<file path="src/hw/rtl/owtr_pkg.sv">
// package for the one-wire temperature reader
// holds timing register types, reset values, phase and stage codes and result struct
// no dependencies
package owtr_pkg;

    // width of the conversion wait register, widest configuration register
    localparam int CONV_W = 20;
    // width of the short slot timing registers
    localparam int SLOT_W = 10;
    // default tick counter width
    localparam int WAIT_COUNTER_WIDTH_DEF = 20;

    // configuration register reset values
    localparam logic [SLOT_W-1:0] RESET_LOW_DEF       = SLOT_W'(485);
    localparam logic [SLOT_W-1:0] PRESENCE_SAMPLE_DEF = SLOT_W'(65);
    localparam logic [SLOT_W-1:0] RESET_RECOVER_DEF   = SLOT_W'(420);
    localparam logic [SLOT_W-1:0] SLOT_LOW_DEF        = SLOT_W'(2);
    localparam logic [SLOT_W-1:0] WRITE_SLOT_DEF      = SLOT_W'(65);
    localparam logic [SLOT_W-1:0] READ_SAMPLE_DEF     = SLOT_W'(13);
    localparam logic [SLOT_W-1:0] READ_TAIL_DEF       = SLOT_W'(45);
    localparam logic [CONV_W-1:0] CONVERT_WAIT_DEF    = CONV_W'(750000);

    // one-wire command bytes, sent lsb first
    localparam logic [7:0] CMD_SKIP_ROM = 8'hCC;
    localparam logic [7:0] CMD_CONVERT  = 8'h44;
    localparam logic [7:0] CMD_READ_PAD = 8'hBE;

    // configuration register indexes
    typedef enum logic [2:0] {
        REG_RESET_LOW       = 3'd0,
        REG_PRESENCE_SAMPLE = 3'd1,
        REG_RESET_RECOVER   = 3'd2,
        REG_SLOT_LOW        = 3'd3,
        REG_WRITE_SLOT      = 3'd4,
        REG_READ_SAMPLE     = 3'd5,
        REG_READ_TAIL       = 3'd6,
        REG_CONVERT_WAIT    = 3'd7
    } reg_index_t;

    // stages of one read sequence
    typedef enum logic [2:0] {
        STG_RESET1    = 3'd0,
        STG_SKIP1     = 3'd1,
        STG_CONVERT   = 3'd2,
        STG_CONV_WAIT = 3'd3,
        STG_RESET2    = 3'd4,
        STG_SKIP2     = 3'd5,
        STG_READ_CMD  = 3'd6,
        STG_READ      = 3'd7
    } stage_t;

    // bus phases
    typedef enum logic [3:0] {
        PH_IDLE     = 4'd0,
        PH_RST_LOW  = 4'd1,
        PH_RST_WAIT = 4'd2,
        PH_RST_REC  = 4'd3,
        PH_WR_LOW   = 4'd4,
        PH_WR_HOLD  = 4'd5,
        PH_CONV     = 4'd6,
        PH_RD_LOW   = 4'd7,
        PH_RD_WAIT  = 4'd8,
        PH_RD_TAIL  = 4'd9
    } phase_t;

    typedef struct packed {
        logic [SLOT_W-1:0] reset_low;
        logic [SLOT_W-1:0] presence_sample;
        logic [SLOT_W-1:0] reset_recover;
        logic [SLOT_W-1:0] slot_low;
        logic [SLOT_W-1:0] write_slot;
        logic [SLOT_W-1:0] read_sample;
        logic [SLOT_W-1:0] read_tail;
        logic [CONV_W-1:0] convert_wait;
    } timing_t;

    typedef struct packed {
        logic               drive_low;
        logic               busy_res;
        logic               done_res;
        logic               device_present;
        logic signed [15:0] temperature_raw;
    } result_t;

endpackage

</file>
<file path="src/hw/rtl/owtr_cfg_regs.sv">
// timing configuration registers of the one-wire temperature reader
// depends on owtr_pkg
module owtr_cfg_regs
(
    input  logic                         clk,
    input  logic                         rst_n,
    input  logic                         cfg_we,
    input  logic [2:0]                   cfg_index,
    input  logic [owtr_pkg::CONV_W-1:0]  cfg_data,
    output owtr_pkg::timing_t            timing
);

    owtr_pkg::timing_t timing_reg;
    owtr_pkg::timing_t timing_next;

    always_comb
    begin
        timing_next = timing_reg;
        if (cfg_we)
        begin
            unique case (owtr_pkg::reg_index_t'(cfg_index))
                owtr_pkg::REG_RESET_LOW:
                    timing_next.reset_low = cfg_data[owtr_pkg::SLOT_W-1:0];
                owtr_pkg::REG_PRESENCE_SAMPLE:
                    timing_next.presence_sample = cfg_data[owtr_pkg::SLOT_W-1:0];
                owtr_pkg::REG_RESET_RECOVER:
                    timing_next.reset_recover = cfg_data[owtr_pkg::SLOT_W-1:0];
                owtr_pkg::REG_SLOT_LOW:
                    timing_next.slot_low = cfg_data[owtr_pkg::SLOT_W-1:0];
                owtr_pkg::REG_WRITE_SLOT:
                    timing_next.write_slot = cfg_data[owtr_pkg::SLOT_W-1:0];
                owtr_pkg::REG_READ_SAMPLE:
                    timing_next.read_sample = cfg_data[owtr_pkg::SLOT_W-1:0];
                owtr_pkg::REG_READ_TAIL:
                    timing_next.read_tail = cfg_data[owtr_pkg::SLOT_W-1:0];
                owtr_pkg::REG_CONVERT_WAIT:
                    timing_next.convert_wait = cfg_data;
                default:
                    timing_next = timing_reg;
            endcase
        end
    end

    always_ff @(posedge clk or negedge rst_n)
    begin
        if (!rst_n)
        begin
            timing_reg.reset_low       <= owtr_pkg::RESET_LOW_DEF;
            timing_reg.presence_sample <= owtr_pkg::PRESENCE_SAMPLE_DEF;
            timing_reg.reset_recover   <= owtr_pkg::RESET_RECOVER_DEF;
            timing_reg.slot_low        <= owtr_pkg::SLOT_LOW_DEF;
            timing_reg.write_slot      <= owtr_pkg::WRITE_SLOT_DEF;
            timing_reg.read_sample     <= owtr_pkg::READ_SAMPLE_DEF;
            timing_reg.read_tail       <= owtr_pkg::READ_TAIL_DEF;
            timing_reg.convert_wait    <= owtr_pkg::CONVERT_WAIT_DEF;
        end
        else
        begin
            timing_reg <= timing_next;
        end
    end

    assign timing = timing_reg;

endmodule

</file>
<file path="src/hw/rtl/owtr_seq.sv">
// bus sequencer of the one-wire temperature reader: phase, tick counter,
// command shifter and result words, stepped once per advanced tick item
// depends on owtr_pkg
module owtr_seq
#(
    parameter int WAIT_COUNTER_WIDTH = owtr_pkg::WAIT_COUNTER_WIDTH_DEF
)
(
    input  logic              clk,
    input  logic              rst_n,
    input  logic              advance,
    input  logic              start_request,
    input  logic              bus_level,
    input  owtr_pkg::timing_t timing,
    output owtr_pkg::result_t res
);

    localparam int W     = WAIT_COUNTER_WIDTH;
    localparam int LIM_W = (W > owtr_pkg::CONV_W) ? W : owtr_pkg::CONV_W;
    localparam logic [LIM_W-1:0] CNT_MAX = LIM_W'({W{1'b1}});

    owtr_pkg::phase_t phase_reg, phase_next;
    owtr_pkg::stage_t cmd_reg, cmd_next;
    logic [W-1:0]     tick_reg, tick_next;
    logic [3:0]       bit_reg, bit_next;
    logic [15:0]      shift_reg, shift_next;
    logic             present_reg, present_next;
    logic [15:0]      temp_reg, temp_next;

    owtr_pkg::phase_t eff_phase;
    owtr_pkg::stage_t eff_cmd;
    logic [W-1:0]     eff_tick;
    logic [3:0]       eff_bit;
    logic [LIM_W-1:0] lim_raw;
    logic [LIM_W-1:0] lim;
    logic [W-1:0]     tick_inc;
    logic             tend;
    logic             enter;
    owtr_pkg::stage_t enter_idx;
    logic             drive;
    logic             busy;
    logic             done;

    // wait limit of the current phase, clipped to what the counter can hold
    always_comb
    begin
        eff_phase = phase_reg;
        eff_cmd   = cmd_reg;
        eff_tick  = tick_reg;
        eff_bit   = bit_reg;
        if (phase_reg == owtr_pkg::PH_IDLE && start_request)
        begin
            eff_phase = owtr_pkg::PH_RST_LOW;
            eff_cmd   = owtr_pkg::STG_RESET1;
            eff_tick  = '0;
            eff_bit   = '0;
        end
        case (eff_phase)
            owtr_pkg::PH_RST_LOW:  lim_raw = LIM_W'(timing.reset_low);
            owtr_pkg::PH_RST_WAIT: lim_raw = LIM_W'(timing.presence_sample);
            owtr_pkg::PH_RST_REC:  lim_raw = LIM_W'(timing.reset_recover);
            owtr_pkg::PH_WR_HOLD:  lim_raw = LIM_W'(timing.write_slot);
            owtr_pkg::PH_CONV:     lim_raw = LIM_W'(timing.convert_wait);
            owtr_pkg::PH_RD_WAIT:  lim_raw = LIM_W'(timing.read_sample);
            owtr_pkg::PH_RD_TAIL:  lim_raw = LIM_W'(timing.read_tail);
            default:               lim_raw = LIM_W'(timing.slot_low);
        endcase
        lim      = (lim_raw > CNT_MAX) ? CNT_MAX : lim_raw;
        tick_inc = eff_tick + W'(1);
        // a zero limit ends the phase at once, as does counter wrap
        tend     = (tick_inc == '0) || (LIM_W'(tick_inc) >= lim);
    end

    always_comb
    begin
        phase_next   = eff_phase;
        cmd_next     = eff_cmd;
        bit_next     = eff_bit;
        shift_next   = shift_reg;
        present_next = present_reg;
        temp_next    = temp_reg;
        tick_next    = tend ? '0 : tick_inc;
        enter        = 1'b0;
        enter_idx    = owtr_pkg::stage_t'(eff_cmd + 3'd1);
        drive        = 1'b0;
        busy         = 1'b1;
        done         = 1'b0;

        unique case (eff_phase)
            owtr_pkg::PH_IDLE:
            begin
                busy      = 1'b0;
                tick_next = tick_reg;
            end
            owtr_pkg::PH_RST_LOW:
            begin
                drive = 1'b1;
                if (tend)
                    phase_next = owtr_pkg::PH_RST_WAIT;
            end
            owtr_pkg::PH_RST_WAIT:
            begin
                if (tend)
                    phase_next = owtr_pkg::PH_RST_REC;
            end
            owtr_pkg::PH_RST_REC:
            begin
                // presence sample only in the first reset
                if (eff_tick == '0 && eff_cmd == owtr_pkg::STG_RESET1)
                    present_next = ~bus_level;
                if (tend)
                begin
                    if (eff_cmd == owtr_pkg::STG_RESET1 && !present_next)
                    begin
                        temp_next  = '0;
                        phase_next = owtr_pkg::PH_IDLE;
                        done       = 1'b1;
                    end
                    else
                    begin
                        enter = 1'b1;
                    end
                end
            end
            owtr_pkg::PH_WR_LOW:
            begin
                drive = 1'b1;
                if (tend)
                    phase_next = owtr_pkg::PH_WR_HOLD;
            end
            owtr_pkg::PH_WR_HOLD:
            begin
                drive = ~shift_reg[eff_bit[2:0]];
                if (tend)
                begin
                    if (eff_bit >= 4'd7)
                    begin
                        enter = 1'b1;
                    end
                    else
                    begin
                        bit_next   = eff_bit + 4'd1;
                        phase_next = owtr_pkg::PH_WR_LOW;
                    end
                end
            end
            owtr_pkg::PH_CONV:
            begin
                if (tend)
                    enter = 1'b1;
            end
            owtr_pkg::PH_RD_LOW:
            begin
                drive = 1'b1;
                if (tend)
                    phase_next = owtr_pkg::PH_RD_WAIT;
            end
            owtr_pkg::PH_RD_WAIT:
            begin
                if (tend)
                    phase_next = owtr_pkg::PH_RD_TAIL;
            end
            owtr_pkg::PH_RD_TAIL:
            begin
                if (eff_tick == '0 && bus_level)
                    shift_next[eff_bit] = 1'b1;
                if (tend)
                begin
                    if (eff_bit >= 4'd15)
                    begin
                        temp_next  = shift_next;
                        phase_next = owtr_pkg::PH_IDLE;
                        done       = 1'b1;
                    end
                    else
                    begin
                        bit_next   = eff_bit + 4'd1;
                        phase_next = owtr_pkg::PH_RD_LOW;
                    end
                end
            end
            default:
            begin
                phase_next = owtr_pkg::PH_IDLE;
                busy       = 1'b0;
                tick_next  = tick_reg;
            end
        endcase

        // move on to the next stage of the sequence
        if (enter)
        begin
            cmd_next  = enter_idx;
            bit_next  = '0;
            tick_next = '0;
            unique case (enter_idx)
                owtr_pkg::STG_RESET1, owtr_pkg::STG_RESET2:
                    phase_next = owtr_pkg::PH_RST_LOW;
                owtr_pkg::STG_SKIP1, owtr_pkg::STG_SKIP2:
                begin
                    phase_next = owtr_pkg::PH_WR_LOW;
                    shift_next = {8'h00, owtr_pkg::CMD_SKIP_ROM};
                end
                owtr_pkg::STG_CONVERT:
                begin
                    phase_next = owtr_pkg::PH_WR_LOW;
                    shift_next = {8'h00, owtr_pkg::CMD_CONVERT};
                end
                owtr_pkg::STG_CONV_WAIT:
                    phase_next = owtr_pkg::PH_CONV;
                owtr_pkg::STG_READ_CMD:
                begin
                    phase_next = owtr_pkg::PH_WR_LOW;
                    shift_next = {8'h00, owtr_pkg::CMD_READ_PAD};
                end
                default:
                begin
                    phase_next = owtr_pkg::PH_RD_LOW;
                    shift_next = '0;
                end
            endcase
        end

        res.drive_low       = drive;
        res.busy_res        = busy;
        res.done_res        = done;
        res.device_present  = present_next;
        res.temperature_raw = temp_next;
    end

    always_ff @(posedge clk or negedge rst_n)
    begin
        if (!rst_n)
        begin
            phase_reg   <= owtr_pkg::PH_IDLE;
            cmd_reg     <= owtr_pkg::STG_RESET1;
            tick_reg    <= '0;
            bit_reg     <= '0;
            shift_reg   <= '0;
            present_reg <= 1'b0;
            temp_reg    <= '0;
        end
        else if (advance)
        begin
            phase_reg   <= phase_next;
            cmd_reg     <= cmd_next;
            tick_reg    <= tick_next;
            bit_reg     <= bit_next;
            shift_reg   <= shift_next;
            present_reg <= present_next;
            temp_reg    <= temp_next;
        end
    end

    a_done_to_idle: assert property (@(posedge clk) disable iff (!rst_n)
        advance && res.done_res |=> phase_reg == owtr_pkg::PH_IDLE)
        else $error("sequence end did not return to idle");

    a_hold_on_stall: assert property (@(posedge clk) disable iff (!rst_n)
        !advance |=> $stable(phase_reg) && $stable(tick_reg) && $stable(shift_reg))
        else $error("sequencer state moved without an advanced item");

    a_write_bits: assert property (@(posedge clk) disable iff (!rst_n)
        (phase_reg == owtr_pkg::PH_WR_LOW || phase_reg == owtr_pkg::PH_WR_HOLD)
        |-> bit_reg <= 4'd7)
        else $error("write slot bit index beyond one byte");

    a_conv_stage: assert property (@(posedge clk) disable iff (!rst_n)
        phase_reg == owtr_pkg::PH_CONV |-> cmd_reg == owtr_pkg::STG_CONV_WAIT)
        else $error("conversion wait outside its stage");

    a_present_kept: assert property (@(posedge clk) disable iff (!rst_n)
        advance && cmd_reg != owtr_pkg::STG_RESET1 && phase_reg != owtr_pkg::PH_IDLE
        |=> $stable(present_reg))
        else $error("presence flag changed outside the first reset");

endmodule

</file>
<file path="src/hw/rtl/one_wire_temperature_reader.sv">
// one-wire temperature reader: one tick item in, one bus/result item out
// each tick item passes through the input register and then the result register
// throughput one tick item per cycle while the result side does not stall; the sequencer steps once per item
// asynchronous active-low reset: idle, timing registers at their defaults, sequencer results zero
// depends on owtr_pkg, owtr_cfg_regs, owtr_seq
module one_wire_temperature_reader
#(
    // width of the phase tick counter; longer waits are clipped to its range
    parameter int WAIT_COUNTER_WIDTH = owtr_pkg::WAIT_COUNTER_WIDTH_DEF
)
(
    input  logic                        clk,
    input  logic                        rst_n,
    // tick items
    input  logic                        s_tvalid,
    output logic                        s_tready,
    input  logic [7:0]                  s_tdata,   // [0] start_request, [1] bus_level
    // result items
    output logic                        m_tvalid,
    input  logic                        m_tready,
    output logic [23:0]                 m_tdata,   // [0] drive_low, [1] busy_res,
                                                   // [2] device_present, [18:3] temperature_raw
    output logic                        m_tlast,   // done_res, last tick of a sequence
    // timing register writes
    input  logic                        cfg_we,
    input  logic [2:0]                  cfg_index,
    input  logic [owtr_pkg::CONV_W-1:0] cfg_data
);

    // input register stage
    logic in_valid_reg, in_valid_next;
    logic in_start_reg;
    logic in_level_reg;

    // result register stage
    logic              out_valid_reg, out_valid_next;
    owtr_pkg::result_t out_res_reg;

    owtr_pkg::timing_t timing;
    owtr_pkg::result_t res;
    logic              advance;

    // the held tick item moves on whenever the result register is free or being emptied
    assign advance  = in_valid_reg && (!out_valid_reg || m_tready);
    assign s_tready = !in_valid_reg || advance;

    always_comb
    begin
        in_valid_next = in_valid_reg;
        if (advance)
            in_valid_next = 1'b0;
        if (s_tvalid && s_tready)
            in_valid_next = 1'b1;

        out_valid_next = out_valid_reg;
        if (out_valid_reg && m_tready)
            out_valid_next = 1'b0;
        if (advance)
            out_valid_next = 1'b1;
    end

    always_ff @(posedge clk or negedge rst_n)
    begin
        if (!rst_n)
        begin
            in_valid_reg  <= 1'b0;
            out_valid_reg <= 1'b0;
        end
        else
        begin
            in_valid_reg  <= in_valid_next;
            out_valid_reg <= out_valid_next;
        end
    end

    // payload registers, no reset needed
    always_ff @(posedge clk)
    begin
        if (s_tvalid && s_tready)
        begin
            in_start_reg <= s_tdata[0];
            in_level_reg <= s_tdata[1];
        end
        if (advance)
            out_res_reg <= res;
    end

    owtr_cfg_regs u_cfg
    (
        .clk       (clk),
        .rst_n     (rst_n),
        .cfg_we    (cfg_we),
        .cfg_index (cfg_index),
        .cfg_data  (cfg_data),
        .timing    (timing)
    );

    owtr_seq
    #(
        .WAIT_COUNTER_WIDTH (WAIT_COUNTER_WIDTH)
    )
    u_seq
    (
        .clk           (clk),
        .rst_n         (rst_n),
        .advance       (advance),
        .start_request (in_start_reg),
        .bus_level     (in_level_reg),
        .timing        (timing),
        .res           (res)
    );

    // pack the result transfer
    assign m_tvalid = out_valid_reg;
    assign m_tlast  = out_res_reg.done_res;
    assign m_tdata  = {5'd0,
                       out_res_reg.temperature_raw,
                       out_res_reg.device_present,
                       out_res_reg.busy_res,
                       out_res_reg.drive_low};

endmodule

</file>
<file path="config.mk">
export PLATFORM = sky130hd
export DESIGN_NAME = one_wire_temperature_reader
export DESIGN_NICKNAME = d
export VERILOG_FILES = /design/src/hw/rtl/owtr_pkg.sv /design/src/hw/rtl/owtr_cfg_regs.sv /design/src/hw/rtl/owtr_seq.sv /design/src/hw/rtl/one_wire_temperature_reader.sv
export SDC_FILE = /design/constraint.sdc
export NUM_CORES = 1
export LEC_CHECK = 0
export BUFFER_PORTS_ARGS = -buffer_cell sky130_fd_sc_hd__buf_4
export CAP_MARGIN = 20
export CORE_ASPECT_RATIO = 1.5
export CORE_UTILIZATION = 61
export DETAILED_ROUTE_END_ITERATION = 12
export GPL_TIMING_DRIVEN = 0
export PLACE_DENSITY = 0.8
export SKIP_LAST_GASP = 1
export SLEW_MARGIN = 40
export SYNTH_ARGS = -nofsm -noshare
export SYNTH_HDL_FRONTEND = slang
export SYNTH_SLANG_ARGS = --single-unit
</file>
<file path="constraint.sdc">
create_clock -name clk -period 6.15 [get_ports clk]
set_clock_uncertainty 0.05 [all_clocks]
set_input_delay 0.3075 -clock clk [delete_from_list [all_inputs] [get_ports clk]]
set_output_delay 0.3075 -clock clk [all_outputs]
set_load 0.02 [all_outputs]
</file>
==> results of run 1 <==
-- layout by cell type (no fill, tap or decap), types with 11 or more instances in the layout --
master,count
a21oi_1,51
a22oi_1,18
buf_2,12
buf_4,55
clkbuf_1,32
clkbuf_16,17
dfrtp_1,124
dfstp_2,32
edfxtp_1,22
ha_1,33
inv_1,23
mux2_2,90
mux2i_1,11
nand2_1,104
nand3_1,22
nor2_1,63
nor4_1,14
o21ai_0,36
o2bb2ai_1,16
xnor2_1,17
-- cell type report --
cell class / count / area (um2)
sequential: 178 / 4600
tap: 199 / 249
buffer: 62 / 284
clock inverter: 15 / 196
clock buffer: 17 / 425
multi-input combinational: 654 / 4650
fill: 1130 / 4210
inverter: 25 / 93.8
timing repair buffer: 57 / 500
-- synthesized netlist by cell type, types with 4 or more instances --
cell type  instances
nand4_1            6
a211oi_1           6
nor4_1            14
buf_2             11
a21o_1             4
edfxtp_1          22
buf_4              6
nand3_1           22
nand2_1          105
buf_1              6
nand2b_1          10
a21oi_1           51
a31oi_1           10
a22oi_1           18
a221oi_1           4
clkbuf_1          39
mux2_2            90
xnor2_1           17
dfrtp_1          124
and2_1             6
nor3_1            15
inv_1             23
o2111ai_1          9
o22ai_1            5
mux2i_1           11
o41ai_1            9
ha_1              33
dfstp_2           32
nor2_1            63
o21ai_0           36
o2bb2ai_1         16
o31ai_1            8
o21ai_1           11
xor2_1             7
-- power by group --
group          switching (mW)  internal (mW)  leakage [nW]  total (mW)
clock                   0.536          0.588         0.298        1.12
sequential              0.145           1.43          2.12        1.57
combinational            1.05          0.604          2.14        1.66
total                    1.73           2.62          4.56        4.35
-- critical path: stages (launching register included) --
cell	delay [ns]
dfrtp_1	0.62
inv_1	0.25
nand2_2	0.26
clkbuf_2	0.28
nand2_1	0.11
inv_1	0.16
ha_1	0.29
nand4_1	0.38
nor2_1	0.33
and2_1	0.23
xnor2_1	0.18
nor2_1	0.08
ha_1	0.32
nand3_1	0.09
nor4_1	0.32
o31ai_1	0.14
o211ai_1	0.28
clkbuf_2	0.38
nor2_1	0.20
a221o_1	0.37
a22o_1	0.22
-- final timing paths --
| check | from | end | slack, ns | cells after the start |
|---|---|---|---|---|
| max | u_seq.phase_reg[0] | u_seq.bit_reg[2] | 0.49 | 20 |
| min | s_tvalid | in_valid_reg | 0.009 | 2 |
| max reg2reg | u_seq.phase_reg[0] | u_seq.bit_reg[2] | 0.49 | 20 |
| min reg2reg | in_valid_reg | m_tvalid | 0.44 | 1 |
| max in group asynchronous | rst_n | u_cfg.timing[14] | 5.21 | 3 |
| min in group asynchronous | rst_n | in_valid_reg | 0.21 | 2 |
-- metal layers --
| layer | global-route usage | vias up | wire (um) |
|---|---|---|---|
| met5 | 0 | - | 0 |
| met4 | 0.207 | 0 | 1350 |
| met3 | 0.0499 | 100 | 1320 |
| met2 | 0.591 | 351 | 13100 |
| met1 | 0.356 | 3786 | 9200 |
| li1 | - | 3507 | - |
-- per-stage QoR --
stage	utilization	setup WS [ns]	area, um2
2_1_floorplan	-	1.43	9580
3_3_place_gp	0.670	-0.137	10200
3_5_place_dp	0.679	-0.228	10300
4_1_cts	0.722	0.0547	11000
5_1_grt	0.723	0.106	11000
6_report	0.723	0.489	11000
-- repair_timing --
action                                 in CTS  in global routing
resized for setup                           2                  7
endpoints found under the hold margin     126                  0
setup endpoints to repair                  16                 39
setup buffers                               0                  0
hold buffers                                3                  0
-- cell families (layout without fill, tap and decap cells) --
| family | count (synthesis) | in the layout | synth area share |
|---|---|---|---|
| other | 1 | 5 | 0.000392 |
| adder cells (fa/ha/maj) | 33 | 33 | 0.0432 |
| XOR/XNOR | 24 | 24 | 0.0220 |
| AO/OA/AOI/OAI | 221 | 221 | 0.159 |
| AND/OR/NAND/NOR | 269 | 269 | 0.135 |
| multiplexers | 102 | 102 | 0.120 |
| flip-flops | 178 | 178 | 0.481 |
| buffers and inverters | 88 | 176 | 0.0391 |
==> flow_metrics.env, run 1 <==
export IMPL_gr_total_overflow=0
export IMPL_largest_reg_flops=90
export IMPL_drive_above_1_share=0.255
export IMPL_core_area_mm2=0.0152
export IMPL_status="complete, no violations"
export IMPL_slew_viol_final=0
export IMPL_grt_max_degree=75
export IMPL_place_gp_congestion=0.985
export IMPL_period_minus_slack_ns=5.66
export IMPL_crit_arrival_ns=5.94
export IMPL_synthCells=916
export IMPL_ys_types=77
export IMPL_grt_pass1_wl_um=40800
export IMPL_post_drt_wl_per_cell_um=20.7
export IMPL_max_slew_margin=0.468
export IMPL_start_util=0.629
export IMPL_grt_pass1_vias=7950
export IMPL_synth_edf_count=22
export IMPL_ir_drop_v=0.000253
export IMPL_fin_nets=1064
export IMPL_critPathLaunchType="flip-flop"
export IMPL_fin_hold_ws_ns=0.00907
export IMPL_first_pass_iters=10
export IMPL_setup_violations=0
export IMPL_synth_top_area_frac=0.324
export IMPL_rows=55
export IMPL_num_vias=7744
export IMPL_track_usage=0.326
export IMPL_avgSynthCellArea_um2=10.4
export IMPL_cts_root_buf="clkbuf_16"
export IMPL_via_per_inst=6.42
export IMPL_numCtsBuffers=17
export IMPL_path_class="reg2reg"
export IMPL_grt_setup_unrepaired="false"
export IMPL_portBuffers=49
export IMPL_die_height_um=155
export IMPL_drc=0
export IMPL_worstSkewPairLatency_ns=0.44
export IMPL_io_pins=63
export IMPL_area_growth_pct=15.0
export IMPL_numClockSinks=178
export IMPL_ys_warn_count=0
export IMPL_die_w_um=104
export IMPL_ant_nets=0
export IMPL_finalSetupTns_ns=0
export IMPL_period_share=0.921
export IMPL_p_total_mw=4.35
export IMPL_ctsHtreeMaxLevel=4
export IMPL_die_area_mm2=0.0162
export IMPL_seq_area_frac_synth=0.481
export IMPL_diodes=0
export IMPL_hold_viol=0
export IMPL_hp_class="in2reg"
export IMPL_fmax_mhz=177
export IMPL_cp_end_kind="flip-flop"
export IMPL_synth_main_ff_cell="dfrtp_1"
export IMPL_antenna_found_initial=0
export IMPL_clk_pin_slew_ns=0.08
export IMPL_wirelength_um=25000
export IMPL_yosys_top_cells_area="dfrtp_1 32%, mux2_2 11%, dfstp_2 8.8%"
export IMPL_dpl_cell_count=1173
export IMPL_cap_viol_max_count=0
export IMPL_ys_ff_latch=178
export IMPL_instances_no_fill=1207
export IMPL_worst_ep_required_time_ns=6.43
export IMPL_cp_max_fo=12
export IMPL_synth_area_mm2=0.00956
export IMPL_drt_iter0_drc=472
export IMPL_p_per_area_mw_per_mm2=396
export IMPL_synth_top_area_cell="dfrtp_1"
export IMPL_clock_path_buffers=2
export IMPL_worstMarginPinSlew_ns=0.797
export IMPL_ys_async_sr_fraction=0.876
export IMPL_cts_tree="done"
export IMPL_p_leak_nw=4.56
export IMPL_dpl_hpwl_um=17500
Power figures use the tool's default switching activity.
==> run 2, diff against run 1 <==
Settings changed: CORE_UTILIZATION 61 to 55, PLACE_DENSITY 0.8 to 0.76.
Clock period 6.15 ns to 4.5 ns, I/O delays scaled along.
==> flow_metrics.env, run 2 (synthesis results as in run 1) <==
export IMPL_core_area_mm2=0.0169
export IMPL_path_class="reg2reg"
export IMPL_max_slew_margin=0.462
export IMPL_io_pins=63
export IMPL_rows=58
export IMPL_portBuffers=49
export IMPL_p_per_area_mw_per_mm2=542
export IMPL_grt_pass1_vias=7798
export IMPL_clock_path_buffers=2
export IMPL_layout_common_cells="122 x dfrtp_1, 103 x nand2_1, 90 x mux2_2, 87 x buf_4, 58 x nor2_1"
export IMPL_largest_reg_flops=90
export IMPL_worstHoldEndpoint="m_tvalid"
export IMPL_dpl_cell_area_mm2=0.0104
export IMPL_numClockSinks=178
export IMPL_worstSkewPairLatency_ns=0.45
export IMPL_numCtsBuffers=17
export IMPL_worst_ep_required_time_ns=4.79
export IMPL_gr_total_overflow=0
export IMPL_first_pass_iters=7
export IMPL_place_gp_congestion=0.949
export IMPL_r2r_setup_slack_ns=0.03
export IMPL_start_util=0.566
export IMPL_drc=0
export IMPL_hold_viol=0
export IMPL_diodes=0
export IMPL_setup_violations=0
export IMPL_track_usage=0.305
export IMPL_worst_r2r_path_depth=20
export IMPL_ir_drop_v=0.000359
export IMPL_min_from="m_tready"
export IMPL_drive_above_1_share=0.313
export IMPL_cts_tree="done"
export IMPL_finalSetupTns_ns=0
export IMPL_holdPathStages=3
export IMPL_final_area_mm2=0.0116
export IMPL_clk_pin_slew_ns=0.08
export IMPL_post_drt_wl_per_cell_um=20.4
export IMPL_fin_hold_ws_ns=0.0122
export IMPL_grt_pass1_wl_um=40900
export IMPL_via_per_inst=6.23
export IMPL_ctsHtreeMaxLevel=4
export IMPL_layout_commonest_cell="dfrtp_1"
export IMPL_period_share=0.994
export IMPL_die_w_um=110
export IMPL_grt_max_degree=71
export IMPL_drt_iter0_drc=816
export IMPL_r2r_end="u_seq.tick_reg[4]"
export IMPL_fmax_mhz=224
export IMPL_cp_end_kind="flip-flop"
export IMPL_crit_reg2reg_launch="u_seq.phase_reg[0]"
export IMPL_ant_nets=0
export IMPL_worstMarginPinSlew_ns=0.807
export IMPL_dpl_hpwl_um=17400
export IMPL_fin_nets=1101
export IMPL_cap_viol_max_count=0
export IMPL_status="complete, no violations"
export IMPL_slew_viol_final=0
export IMPL_cts_root_buf="clkbuf_16"
export IMPL_critPathLaunchType="flip-flop"
export IMPL_cp_max_fo=10
export IMPL_num_vias=7817
export IMPL_antenna_found_initial=0
export IMPL_area_growth_pct=21.4
export IMPL_wirelength_um=25600
export IMPL_p_leak_nw=4.90
export IMPL_die_height_um=163
export IMPL_hp_class="in2reg"
export IMPL_period_minus_slack_ns=4.47
export IMPL_die_area_mm2=0.0179
export IMPL_crit_arrival_ns=4.76
==> run 2: cell types whose count changed in the layout (fill, tap and decap cells not counted), moves of 3 or more <==
cell           previous run  this run
clkbuf_1                 32        23
nor2_1                   63        58
o41ai_2                   0         5
clkbuf_8                  0         3
buf_6                     1         4
nor4_1                   14        11
dlygate4sd3_1             3        14
inv_1                    23        20
o41ai_1                   9         4
nor2_2                    0         3
buf_4                    55        87
==> run 2: stage by stage <==
step                      power [mW]  setup slack [ns]  instances  utilization
after global routing            6.61            -0.122       1255        0.686
after floorplan                 3.65            0.0368        920            -
final                           6.29            0.0291       1255        0.686
after CTS                       6.08            0.0150       1242        0.672
after global placement          4.29             -1.46       1179        0.604
after detailed placement        4.38             -1.49       1186        0.613
==> run 2: layout make-up <==
type / instances / area (um2)
clock buffer: 18 / 439
multi-input combinational: 654 / 4850
inverter: 25 / 103
timing repair buffer: 95 / 817
tap: 210 / 263
sequential: 178 / 4610
fill: 1308 / 5300
clock inverter: 14 / 184
buffer: 61 / 340
==> run 2: routing by layer <==
layer / vias to the layer above / GRT usage / wire length, um
met5: - / 0 / 0
met4: 0 / 0.191 / 1390
met3: 93 / 0.0535 / 1180
met2: 299 / 0.524 / 13300
met1: 3827 / 0.346 / 9770
li1: 3598 / - / -
==> run 2: critical path, stage by stage (launching register included) <==
cell and delay [ns]:
dfrtp_1 0.39, clkbuf_8 0.18, clkinvlp_4 0.09, buf_4 0.15, nor2_1 0.09, o21ai_0 0.22
o311a_1 0.28, clkinv_4 0.08, a221oi_2 0.26, o21ai_1 0.10, ha_1 0.27, nand2b_1 0.14
a21o_1 0.19, a211oi_2 0.25, nor4_1 0.09, o31ai_1 0.26, o211ai_1 0.27, or2_1 0.27
buf_4 0.19, buf_4 0.22, o41ai_1 0.31
==> run 2: where the power goes <==
part | total [mW] | internal (mW) | switching, mW
combinational | 2.62 | 1.03 | 1.59
clock | 1.52 | 0.771 | 0.754
sequential | 2.14 | 1.95 | 0.185
total | 6.29 | 3.76 | 2.53
==> run 2: worst max-delay path by stage <==
stage,depth (start not counted),endpoint,startpoint,slack (ns)
finish,20,u_seq.tick_reg[4],u_seq.phase_reg[0],0.03
global route,20,u_seq.tick_reg[12],u_seq.phase_reg[0],-0.12
CTS,24,m_tdata[3],u_seq.phase_reg[0],0.02
detailed placement,22,m_tdata[9],u_seq.phase_reg[0],-1.49
global placement,22,m_tdata[8],u_seq.phase_reg[0],-1.46
floorplan,22,m_tdata[18],u_seq.phase_reg[0],0.04
==> run 2: timing repair <==
| item | in CTS | in global routing |
|---|---|---|
| setup buffers | 11 | 14 |
| hold endpoints to repair | 117 | 0 |
| hold buffers | 14 | 0 |
| pin swaps | 6 | 10 |
| gates resized for setup | 45 | 42 |
| endpoints found under the setup margin | 80 | 79 |
